### src/hw/rtl/qsps_pkg.sv
// Shared types, constants and codes for the queued solenoid pulse sequencer.
// No dependencies; imported by every module of the block.
`default_nettype none

package qsps_pkg;

   localparam int QUEUE_DEPTH = 8;
   localparam int TURNOUTS    = 4;
   localparam int TABLE_PINS  = 2 * TURNOUTS;

   localparam int PIN_W   = 8;
   localparam int TIME_W  = 16;
   localparam int SLOT_W  = 3;
   localparam int CNT_W   = $clog2(QUEUE_DEPTH + 1);
   localparam int QIDX_W  = (QUEUE_DEPTH > 1) ? $clog2(QUEUE_DEPTH) : 1;
   localparam int LVL_W   = 4;
   localparam int WIDE_W  = 64;
   localparam int ADDR_W  = 5;
   localparam int RIDX_W  = 2;

   localparam logic [PIN_W-1:0]  NO_PIN        = 8'hFF;
   localparam logic [TIME_W-1:0] DEFAULT_ON_MS = 16'd10;
   localparam logic              DEFAULT_LEVEL = 1'b1;

   // input opcodes
   localparam logic OP_TICK    = 1'b0;
   localparam logic OP_REQUEST = 1'b1;

   // request status codes
   localparam logic [1:0] ST_TICK     = 2'd0;
   localparam logic [1:0] ST_QUEUED   = 2'd1;
   localparam logic [1:0] ST_PRESENT  = 2'd2;
   localparam logic [1:0] ST_REJECTED = 2'd3;

   // phase codes as reported in results
   localparam logic [1:0] PH_IDLE     = 2'd0;
   localparam logic [1:0] PH_ON       = 2'd1;
   localparam logic [1:0] PH_RECHARGE = 2'd2;

   // register indexes
   localparam logic [RIDX_W-1:0] REG_ON_TIMES      = 2'd0;
   localparam logic [RIDX_W-1:0] REG_ACTIVE_LEVELS = 2'd1;
   localparam logic [RIDX_W-1:0] REG_OUTPUT_PINS   = 2'd2;
   localparam logic [RIDX_W-1:0] REG_RECHARGE_MS   = 2'd3;

   typedef struct packed {
      logic             op;
      logic [PIN_W-1:0] pin;
   } req_type;

   typedef struct packed {
      logic             drive_valid;
      logic [PIN_W-1:0] drive_pin;
      logic             drive_level;
      logic [1:0]       request_status;
      logic [SLOT_W-1:0] slot;
      logic [1:0]       phase;
   } rsp_type;

   typedef struct packed {
      logic [WIDE_W-1:0] on_times;
      logic [LVL_W-1:0]  active_levels;
      logic [WIDE_W-1:0] output_pins;
      logic [TIME_W-1:0] recharge_ms;
   } cfg_type;

   // controller -> datapath
   typedef struct packed {
      logic       accept;
      logic       start_head;
      logic       end_pulse;
      logic [1:0] phase;
   } ctrl_cmd_type;

   // datapath -> controller
   typedef struct packed {
      logic advance;
      logic rem_zero;
      logic q_nonempty;
   } dp_status_type;

endpackage

`default_nettype wire

### src/hw/rtl/qsps_csr.sv
// Configuration registers of the pulse sequencer behind an APB-style port.
// Depends on qsps_pkg.
`default_nettype none

module qsps_csr (
   input  wire logic                        clock,
   input  wire logic                        reset,
   input  wire logic                        psel,
   input  wire logic                        penable,
   input  wire logic                        pwrite,
   input  wire logic [qsps_pkg::ADDR_W-1:0] paddr,
   input  wire logic [qsps_pkg::WIDE_W-1:0] pwdata,
   output logic      [qsps_pkg::WIDE_W-1:0] prdata,
   output logic                             pready,
   output qsps_pkg::cfg_type                cfg
);
   import qsps_pkg::*;

   cfg_type            cfg_ff;
   cfg_type            cfg_in;
   logic [RIDX_W-1:0]  reg_idx;
   logic               wr_en;

   assign pready  = 1'b1;
   assign reg_idx = paddr[ADDR_W-1:3];
   assign wr_en   = psel & penable & pwrite;

   always_comb begin
      cfg_in = cfg_ff;
      if (wr_en) begin
         case (reg_idx)
            REG_ON_TIMES:      cfg_in.on_times      = pwdata;
            REG_ACTIVE_LEVELS: cfg_in.active_levels = pwdata[LVL_W-1:0];
            REG_OUTPUT_PINS:   cfg_in.output_pins   = pwdata;
            REG_RECHARGE_MS:   cfg_in.recharge_ms   = pwdata[TIME_W-1:0];
            default:           cfg_in = cfg_ff;
         endcase
      end
   end

   always_comb begin
      case (reg_idx)
         REG_ON_TIMES:      prdata = cfg_ff.on_times;
         REG_ACTIVE_LEVELS: prdata = {{(WIDE_W-LVL_W){1'b0}}, cfg_ff.active_levels};
         REG_OUTPUT_PINS:   prdata = cfg_ff.output_pins;
         REG_RECHARGE_MS:   prdata = {{(WIDE_W-TIME_W){1'b0}}, cfg_ff.recharge_ms};
         default:           prdata = '0;
      endcase
   end

   always_ff @(posedge clock) begin
      if (reset) begin
         cfg_ff.on_times      <= '0;
         cfg_ff.active_levels <= '1;
         cfg_ff.output_pins   <= '1;
         cfg_ff.recharge_ms   <= '0;
      end else begin
         cfg_ff <= cfg_in;
      end
   end

   assign cfg = cfg_ff;

endmodule

`default_nettype wire

### src/hw/rtl/qsps_dp.sv
// Datapath: pending-pin queue, millisecond down-counter, pin table lookup
// and the result register. Depends on qsps_pkg.
`default_nettype none

module qsps_dp (
   input  wire logic                    clock,
   input  wire logic                    reset,
   input  wire qsps_pkg::cfg_type       cfg,
   input  wire qsps_pkg::req_type       req_data,
   input  wire qsps_pkg::ctrl_cmd_type  cmd,
   output qsps_pkg::dp_status_type      status,
   output qsps_pkg::rsp_type            rsp_data
);
   import qsps_pkg::*;

   logic [PIN_W-1:0]  q_ff  [QUEUE_DEPTH];
   logic [PIN_W-1:0]  q_in  [QUEUE_DEPTH];
   logic [PIN_W-1:0]  q_mid [QUEUE_DEPTH];
   logic [CNT_W-1:0]  cnt_ff, cnt_in, cnt_mid;
   logic [TIME_W-1:0] rem_ff, rem_in, rem_dec;
   rsp_type           rsp_ff, rsp_in;

   logic              is_req, hit, full, add;
   logic [QIDX_W-1:0] hit_idx;
   logic [PIN_W-1:0]  head;
   logic [TIME_W-1:0] head_on;
   logic              head_lvl, tmatch;

   // request classification against queued entries
   always_comb begin
      is_req  = (req_data.op == OP_REQUEST);
      hit     = 1'b0;
      hit_idx = '0;
      for (int i = 0; i < QUEUE_DEPTH; i++) begin
         if (!hit && (CNT_W'(i) < cnt_ff) && (q_ff[i] == req_data.pin)) begin
            hit     = 1'b1;
            hit_idx = QIDX_W'(i);
         end
      end
      full = (cnt_ff == CNT_W'(QUEUE_DEPTH));
      add  = is_req && (req_data.pin != NO_PIN) && !hit && !full;
   end

   // queue with the new pin appended, before any drop
   always_comb begin
      for (int i = 0; i < QUEUE_DEPTH; i++) begin
         q_mid[i] = (add && (cnt_ff == CNT_W'(i))) ? req_data.pin : q_ff[i];
      end
      cnt_mid = cnt_ff + CNT_W'(add);
      rem_dec = (!is_req && (rem_ff != '0)) ? rem_ff - TIME_W'(1) : rem_ff;
      head    = q_mid[0];
   end

   // first table entry matching the head pin; turnout = entry / 2
   always_comb begin
      tmatch   = 1'b0;
      head_on  = DEFAULT_ON_MS;
      head_lvl = DEFAULT_LEVEL;
      for (int i = 0; i < TABLE_PINS; i++) begin
         if (!tmatch && (cfg.output_pins[8*i +: 8] == head)) begin
            tmatch   = 1'b1;
            head_on  = cfg.on_times[16*(i >> 1) +: 16];
            head_lvl = cfg.active_levels[i >> 1];
         end
      end
   end

   assign status.advance    = !is_req || add;
   assign status.rem_zero   = (rem_dec == '0);
   assign status.q_nonempty = (cnt_mid != '0);

   always_comb begin
      q_in   = q_mid;
      cnt_in = cnt_mid;
      rem_in = rem_dec;
      if (cmd.end_pulse) begin
         for (int i = 0; i < QUEUE_DEPTH - 1; i++) begin
            q_in[i] = q_mid[i+1];
         end
         q_in[QUEUE_DEPTH-1] = '0;
         if (cnt_mid != '0) begin
            cnt_in = cnt_mid - CNT_W'(1);
         end
         rem_in = cfg.recharge_ms;
      end else if (cmd.start_head) begin
         rem_in = head_on;
      end

      rsp_in.drive_valid = cmd.start_head | cmd.end_pulse;
      rsp_in.drive_pin   = (cmd.start_head | cmd.end_pulse) ? head : '0;
      rsp_in.drive_level = cmd.start_head ? head_lvl :
                           cmd.end_pulse  ? ~head_lvl : 1'b0;
      rsp_in.phase       = cmd.phase;
      if (!is_req) begin
         rsp_in.request_status = ST_TICK;
         rsp_in.slot           = '0;
      end else if (hit) begin
         rsp_in.request_status = ST_PRESENT;
         rsp_in.slot           = SLOT_W'(hit_idx);
      end else if (add) begin
         rsp_in.request_status = ST_QUEUED;
         rsp_in.slot           = SLOT_W'(cnt_ff);
      end else begin
         rsp_in.request_status = ST_REJECTED;
         rsp_in.slot           = '0;
      end
   end

   always_ff @(posedge clock) begin
      if (reset) begin
         cnt_ff <= '0;
         rem_ff <= '0;
      end else if (cmd.accept) begin
         cnt_ff <= cnt_in;
         rem_ff <= rem_in;
      end
   end

   always_ff @(posedge clock) begin
      if (cmd.accept) begin
         q_ff   <= q_in;
         rsp_ff <= rsp_in;
      end
   end

   assign rsp_data = rsp_ff;

endmodule

`default_nettype wire

### src/hw/rtl/qsps_ctrl.sv
// Controller: sequencer phase machine and result handshake.
// Depends on qsps_pkg.
`default_nettype none

module qsps_ctrl (
   input  wire logic                    clock,
   input  wire logic                    reset,
   input  wire logic                    req_valid,
   output logic                         req_ready,
   output logic                         rsp_valid,
   input  wire logic                    rsp_ready,
   input  wire qsps_pkg::dp_status_type status,
   output qsps_pkg::ctrl_cmd_type       cmd
);
   import qsps_pkg::*;

   typedef enum logic [1:0] {
      S_IDLE,
      S_ON,
      S_RECHARGE
   } phase_state_type;

   phase_state_type state_ff, state_in;
   logic            rsp_valid_ff, rsp_valid_in;
   logic            accept, adv;

   assign req_ready = !rsp_valid_ff || rsp_ready;
   assign accept    = req_valid && req_ready;
   assign adv       = accept && status.advance;

   always_comb begin
      state_in       = state_ff;
      cmd.accept     = accept;
      cmd.start_head = 1'b0;
      cmd.end_pulse  = 1'b0;
      case (state_ff)
         S_ON: begin
            if (adv && status.rem_zero) begin
               cmd.end_pulse = 1'b1;
               state_in      = S_RECHARGE;
            end
         end
         S_RECHARGE: begin
            if (adv && status.rem_zero) begin
               if (status.q_nonempty) begin
                  cmd.start_head = 1'b1;
                  state_in       = S_ON;
               end else begin
                  state_in = S_IDLE;
               end
            end
         end
         S_IDLE: begin
            if (adv && status.q_nonempty) begin
               cmd.start_head = 1'b1;
               state_in       = S_ON;
            end
         end
         default: state_in = S_IDLE;
      endcase

      case (state_in)
         S_ON:       cmd.phase = PH_ON;
         S_RECHARGE: cmd.phase = PH_RECHARGE;
         default:    cmd.phase = PH_IDLE;
      endcase

      if (accept) begin
         rsp_valid_in = 1'b1;
      end else if (rsp_ready) begin
         rsp_valid_in = 1'b0;
      end else begin
         rsp_valid_in = rsp_valid_ff;
      end
   end

   always_ff @(posedge clock) begin
      if (reset) begin
         state_ff     <= S_IDLE;
         rsp_valid_ff <= 1'b0;
      end else begin
         state_ff     <= state_in;
         rsp_valid_ff <= rsp_valid_in;
      end
   end

   assign rsp_valid = rsp_valid_ff;

endmodule

`default_nettype wire

### src/hw/rtl/queued_solenoid_pulse_sequencer.sv
// Top level of the queued solenoid pulse sequencer.
// Depends on qsps_pkg, qsps_csr, qsps_ctrl and qsps_dp.
//
// Usage:
//  - req channel (req_valid/req_ready/req_data): each item is either a 1 ms
//    tick (op = tick) or a pulse request for a pin. A request queues the pin
//    in an 8-entry FIFO unless it is already queued, the FIFO is full, or the
//    pin is 255. Ticks count down the current pulse or recharge wait.
//  - rsp channel (rsp_valid/rsp_ready/rsp_data): exactly one result item per
//    request item: the pin level driven in this step (if any), the request
//    status, queue slot, and the sequencer phase after the step.
//  - APB port: on_times (addr 0x00), active_levels (0x08), output_pins
//    (0x10), recharge_ms (0x18), 64-bit data, zero wait states. Write only
//    while the block is idle.
//  - Timing: the result is registered and valid in the cycle after the item is
//    accepted. Throughput: one item per cycle while the receiver takes results;
//    all queue and pin-table compares are done in parallel in combinational
//    logic in the datapath, with one result register at the output.
//  - Receiver stall: the result register holds its item; req_ready stays
//    high while the register is empty or being drained in the same cycle,
//    so a new item can be taken as the old result leaves.
//  - Reset (synchronous): queue empty, phase idle, counter zero, result
//    register empty; on_times 0, active_levels all high, output_pins all
//    255, recharge_ms 0.
`default_nettype none

module queued_solenoid_pulse_sequencer (
   input  wire logic                        clock,
   input  wire logic                        reset,
   input  wire logic                        req_valid,
   output logic                             req_ready,
   input  wire qsps_pkg::req_type           req_data,
   output logic                             rsp_valid,
   input  wire logic                        rsp_ready,
   output qsps_pkg::rsp_type                rsp_data,
   input  wire logic                        psel,
   input  wire logic                        penable,
   input  wire logic                        pwrite,
   input  wire logic [qsps_pkg::ADDR_W-1:0] paddr,
   input  wire logic [qsps_pkg::WIDE_W-1:0] pwdata,
   output logic      [qsps_pkg::WIDE_W-1:0] prdata,
   output logic                             pready
);
   import qsps_pkg::*;

   cfg_type       cfg;
   ctrl_cmd_type  cmd;
   dp_status_type status;

   qsps_csr u_csr (
      .clock   (clock),
      .reset   (reset),
      .psel    (psel),
      .penable (penable),
      .pwrite  (pwrite),
      .paddr   (paddr),
      .pwdata  (pwdata),
      .prdata  (prdata),
      .pready  (pready),
      .cfg     (cfg)
   );

   // phase machine and output handshake
   qsps_ctrl u_ctrl (
      .clock     (clock),
      .reset     (reset),
      .req_valid (req_valid),
      .req_ready (req_ready),
      .rsp_valid (rsp_valid),
      .rsp_ready (rsp_ready),
      .status    (status),
      .cmd       (cmd)
   );

   // queue, counter, lookup, result register
   qsps_dp u_dp (
      .clock    (clock),
      .reset    (reset),
      .cfg      (cfg),
      .req_data (req_data),
      .cmd      (cmd),
      .status   (status),
      .rsp_data (rsp_data)
   );

endmodule

`default_nettype wire

### config.mk
export PLATFORM = sky130hd
export DESIGN_NAME = queued_solenoid_pulse_sequencer
export DESIGN_NICKNAME = d
export VERILOG_FILES = /design/src/hw/rtl/qsps_pkg.sv /design/src/hw/rtl/qsps_csr.sv /design/src/hw/rtl/qsps_dp.sv /design/src/hw/rtl/qsps_ctrl.sv /design/src/hw/rtl/queued_solenoid_pulse_sequencer.sv
export SDC_FILE = /design/constraint.sdc
export NUM_CORES = 1
export LEC_CHECK = 0
export BUFFER_PORTS_ARGS = -buffer_cell sky130_fd_sc_hd__buf_2
export CORE_UTILIZATION = 55
export DETAILED_ROUTE_END_ITERATION = 8
export PLACE_DENSITY = 0.75
export SYNTH_ARGS = -nofsm -noshare
export SYNTH_HDL_FRONTEND = slang
export SYNTH_HIERARCHICAL = 1
export SYNTH_SLANG_ARGS = --single-unit
### constraint.sdc
create_clock -name clock -period 9.45 [get_ports clock]
set_input_delay 1.89 -clock clock [delete_from_list [all_inputs] [get_ports clock]]
set_output_delay 1.89 -clock clock [all_outputs]
set_load 0.05 [all_outputs]
Word-level counts from Yosys, hierarchy flattened
Cells that the tools add are included.
Operators by class
  add/sub/neg operators: 3
  order comparisons: 8
  eq/ne operators: 32
  mux-type cells: 71
  bitwise logic cells: 5
  reductions and logical operators: 70
Operators with widths (number)
  case mux 64 bit (4 select lines): 1
  two-way mux 16 bit: 11
  equality test 8 bit: 16
  two-way mux 64 bit: 1
  two-way mux 8 bit: 8
  logical AND 1 bit: 38
  two-way mux 1 bit: 34
  zero test 1 bit: 18
  two-way mux 3 bit: 6
  equality test 4 x 3 -> 1 bit, second input constant: 4
  zero test 16 bit: 1
  less-than comparator 3 x 4 -> 1 bit, first input constant: 4
  nonzero test 16 bit: 1
  subtractor 16 x 1 -> 16 bit, second input constant: 1
  two-way mux 5 bit: 2
  equality test 2 bit, second input constant: 4
  equality test 4 x 2 -> 1 bit, second input constant: 2
  less-than comparator 1 x 4 -> 1 bit, first input constant: 2
  less-than comparator 2 x 4 -> 1 bit, first input constant: 2
  two-way mux 4 bit: 2
  inequality test 8 bit, second input constant: 1
  AND reduction 2 bit: 4
  equality test 2 x 1 -> 1 bit, second input constant: 3
  two-way mux 2 bit: 3
  16 further kinds: 20
Storage, ports and cells
  register bits: 252
  output and inout port bits: 84
  logic and storage cells: 212

Logic depth before layout (Yosys ltp)
  depth after elaboration: 62
  mapped depth: 26

Cells and area by module
Netlist, hierarchy kept.
By module, submodules not included
  qsps_dp: instances 1, cells an instance 969, area an instance 8533.2 um^2, sequential area each 2832.7 um^2
  qsps_csr: instances 1, cells an instance 782, area an instance 7184.4 um^2, sequential area each 2962.8 um^2
  qsps_ctrl: instances 1, cells an instance 24, area an instance 207.7 um^2, sequential area each 60.1 um^2

Least setup slack after synthesis
Ideal clock, no wire load.
  kind: input to register
  start: input port req_data[3] (netlist name)
  end: register u_dp.rem_ff[9]
  data arrival time: 6.023 ns
  data required time: 9.335 ns
  setup slack: 3.313 ns
  cell stages on the path: 26
  buffers on the path: 5
  cells stage by stage: clkbuf_1 > buf_2 > clkbuf_1 > xnor2_1 > nand4_1 > nor3_1 > inv_1 > nand4_1 > clkbuf_1 > a31oi_1 > ha_1 > ha_1 > inv_1 > ha_1 > nand3_1 > nor2b_1 > nand4_1 > inv_1 > nor2_1 > inv_1 > nor2_1 > clkbuf_1 > nand4_1 > nand2_1 > nor3_1 > o21a_1
RTL lines
  start: declaration: line queued_solenoid_pulse_sequencer.sv:32  | input wire qsps_pkg::req_type req_data,
  end signal: assignment: line qsps_dp.sv:115  | rem_ff <= rem_in;
  end: declaration: line qsps_dp.sv:20  | logic [TIME_W-1:0] rem_ff, rem_in, rem_dec;

==> metrics <==
first-pass iteration count of the detailed router=8; most common cell after layout, fill and taps aside=nor2_1; remaining global-route overflow=0; final slew viol count=0; max-cap viol count=0; worst min path class=reg -> reg; total CTS buffers=28; Critical Path Source=req_data[6]; die area=around 30000 µm²; Total GRT Usage=roughly 34%; RePlAce Congestion=around 1; CP peak stage delay=about 0.7 ns; share of layout cells above drive strength 1=between 15 and 20%; asr flop ratio synth=0%; total negative setup slack=0 ns; pwr dens=roughly 170 nW/µm²; clock tree buffer depth=3; RR Endpoint=u_dp/rem_ff[9]; final setup fails=0; vias in the first global route=approximately 14k; core area=28160 µm²; CP max FO=24; largest area contributor in the netlist=dfxtp_1; port bufs=roughly 160; Min-Delay Path Depth=2; vias per std cell=roughly 6.6; Worst Skew=between 0.015 and 0.02 ns; Vias=around 15k; CTS HTree Levels=1; clk sink count=252; CP max stage cell=nor2_1; most frequent cells in the layout=nor2_1 (267), dfxtp_1 (171), mux2i_1 (168); post-DP HPWL=approximately 36000 µm; DRT antenna net count=0; reg2reg setup slack=around 3.4 ns; routed length per instance=about 23 µm; latest clock arrival within the worst-skew pair=0.56 ns; Site Rows=61; Die Ht=172.2 µm; fin area=about 18000 µm²; Leak=about 6.5 nW; relative slew slack=between 10% and 20%; Ports=between 150 and 200; Cell Chain, Critical Path=buf_2 -> xnor2_1 -> nand3_1 -> or4_1 -> nor3b_1 -> nand4_1 -> a31oi_1 -> ha_1 -> ha_1 -> inv_1 -> ha_1 -> nand3_1 -> nor2b_1 -> nand4_1 -> inv_1 -> nor2_1 -> buf_4 -> inv_1 -> nor2_1 -> nand4_1 -> nand2_1 -> nor3_1 -> o21a_1; fmax=approximately 140 MHz; CTS tree=built; Peak supply drop=0.1311 mV; worst flop-to-flop path startpoint=u_dp/cnt_ff[1]; Crit path arrival time=7.68 ns; Synth Flop Type=dfxtp_1; DRT iter0 DRCs=between 2k and 2.5k; root buf cell=clkbuf_16; number of diodes=0; count of different cell masters after synthesis=79; fin crit period=between 7 and 8 ns; Req. time, crit path=just under 10 ns; pin count of the biggest net entering global routing=about 150; EDFF count, synth=between 80 and 90; Worst setup SP type=input port; Post CTS Setup Buffer Count=0; cell count after synthesis=approximately 1.8k; synthesized cell area=approximately 16000 µm²; Synthesis Warnings=6; Final Hold Viols=0; post-CTS sizing=0; R2R depth=22; Placed Area=between 15000 and 20000 µm²; min-delay src=u_csr/cfg[138]; RSZ-0062 raised after global routing=no; Hold EP=u_csr/cfg[138]; main area contributors after synthesis=dfxtp_1 (21%), edfxtp_1 (15%), mux2i_1 (11%), nor2_1 (6.3%), xnor2_1 (4.6%); top-area cell type share of the netlist area=a little over a fifth; initial antenna violation count=0; status=complete, no violations; Slew @ Worst Pin=about 1.3 ns; Worst Hold Slack=slightly below 0.5 ns; CTS clk-pin slew, worst paths=roughly 0.06 ns; syn avg cell area=~9 µm²; sequential-to-total area share from yosys stat=a little under two fifths; drt drc=0; # hold bufs at CTS=0; Crit. End Element=flop; Initial Util=between 50% and 60%; Syn-to-layout area delta=10.17%; post-synthesis register bit count=~250; Routed WL=roughly 52000 µm; NumNets Final=slightly below 2k; Setup Crit Path Kind=in -> reg; wire length of the first global-routing pass=roughly 80000 µm; fill count=about 2.4k; part of the cycle the worst path needs=between 70% and 80%; Synth Net Count=around 1.9k; Chip Width=about 170 µm
==> kinds of logic (layout without fill, tap and decap cells) <==
| kind of cell | count (synthesis) | count (layout) | synth area share, % |
|---|---|---|---|
| AO/OA/AOI/OAI | 381 | 381 | 17.28 |
| XOR/XNOR | 146 | 146 | 8.030 |
| adder cells (fa/ha/maj) | 6 | 6 | 0.4714 |
| buffers and inverters | 195 | 274 | 6.309 |
| flip-flops | 252 | 252 | 36.77 |
| multiplexers | 185 | 185 | 12.07 |
| other | 1 | 1 | 0.02355 |
| AND/OR/NAND/NOR | 609 | 609 | 19.05 |
==> synth_stat cells, drive strengths merged, types with 14 or more instances <==
cell type	n
dfxtp	171
or3	22
nor4	17
nand2	55
nor2	269
inv	41
xor2	62
nor3	29
a31oi	15
a21oi	98
nand3	79
o211ai	23
mux2i	168
edfxtp	81
o221a	26
clkbuf	81
o21ai	17
xnor2	84
a22o	14
nand4	26
o22ai	44
nand2b	59
and4	16
o31ai	59
buf	72
==> registers in the layout (all words and copies together) (netlist names) <==
signal and flops:
u_csr/cfg 148, u_dp/q_ff 64, u_dp/rsp_data 17, u_ctrl/state_ff 2
u_dp/cnt_ff 4, u_dp/rem_ff 16, u_ctrl/rsp_valid 1
==> worst max path at each step <==
stage                      to  slack (ns)  cells past startpoint
2_1_floorplan  u_dp/rem_ff[9]        3.31                     26
3_3_place_gp   u_dp/rem_ff[9]        2.03                     23
3_5_place_dp   u_dp/rem_ff[9]        1.90                     23
4_1_cts        u_dp/rem_ff[9]        2.46                     23
5_1_grt        u_dp/rem_ff[9]        1.99                     23
6_report       u_dp/rem_ff[9]        2.24                     23
==> worst max-delay path: cells and delay by family <==
| kind | cells | cell delay [ns] |
|---|---|---|
| simple gates | 12 | 2.84 |
| buf+inv | 5 | 1.25 |
| fa+ha+maj | 3 | 0.83 |
| compound gates | 2 | 0.67 |
| xor+xnor | 1 | 0.16 |
==> per-stage QoR <==
stage	power (mW)	instances	utilization (%)	setup slack, ns
after detailed placement	1.766	2180	58.64	1.901
after floorplan	1.626	1775	-	3.313
after global placement	1.760	2180	58.64	2.033
after global routing	3.059	2232	62.30	1.985
after CTS	2.966	2232	62.30	2.461
final	2.975	2232	62.30	2.236
==> layout make-up <==
cell class | count | area (µm²) | area share [%]
Clock inverter | 17 | 254.0 | 1.448
Inverter | 42 | 157.7 | 0.8985
Clock buffer | 35 | 777.0 | 4.428
Tap cell | 378 | 473.0 | 2.696
Multi-Input combinational cell | 1328 | 9076 | 51.73
Sequential cell | 252 | 5856 | 33.37
Timing Repair Buffer | 180 | 952.2 | 5.427
==> power by group <==
group,switching (mW),internal (mW),total [mW]
registers,0.0646,1.17,1.23
clock network,0.467,0.747,1.21
logic,0.348,0.178,0.527
==> metal layers <==
| metal | global-route usage, % | vias to the layer above | wire, µm |
|---|---|---|---|
| li1 | - | 6605 | - |
| met1 | 47.18 | 6985 | 21000 |
| met2 | 53.59 | 983 | 22940 |
| met3 | 5.081 | 148 | 5352 |
| met4 | 15.20 | 0 | 2484 |
| met5 | 0 | - | 0 |
(Power assumes the default switching activity.)
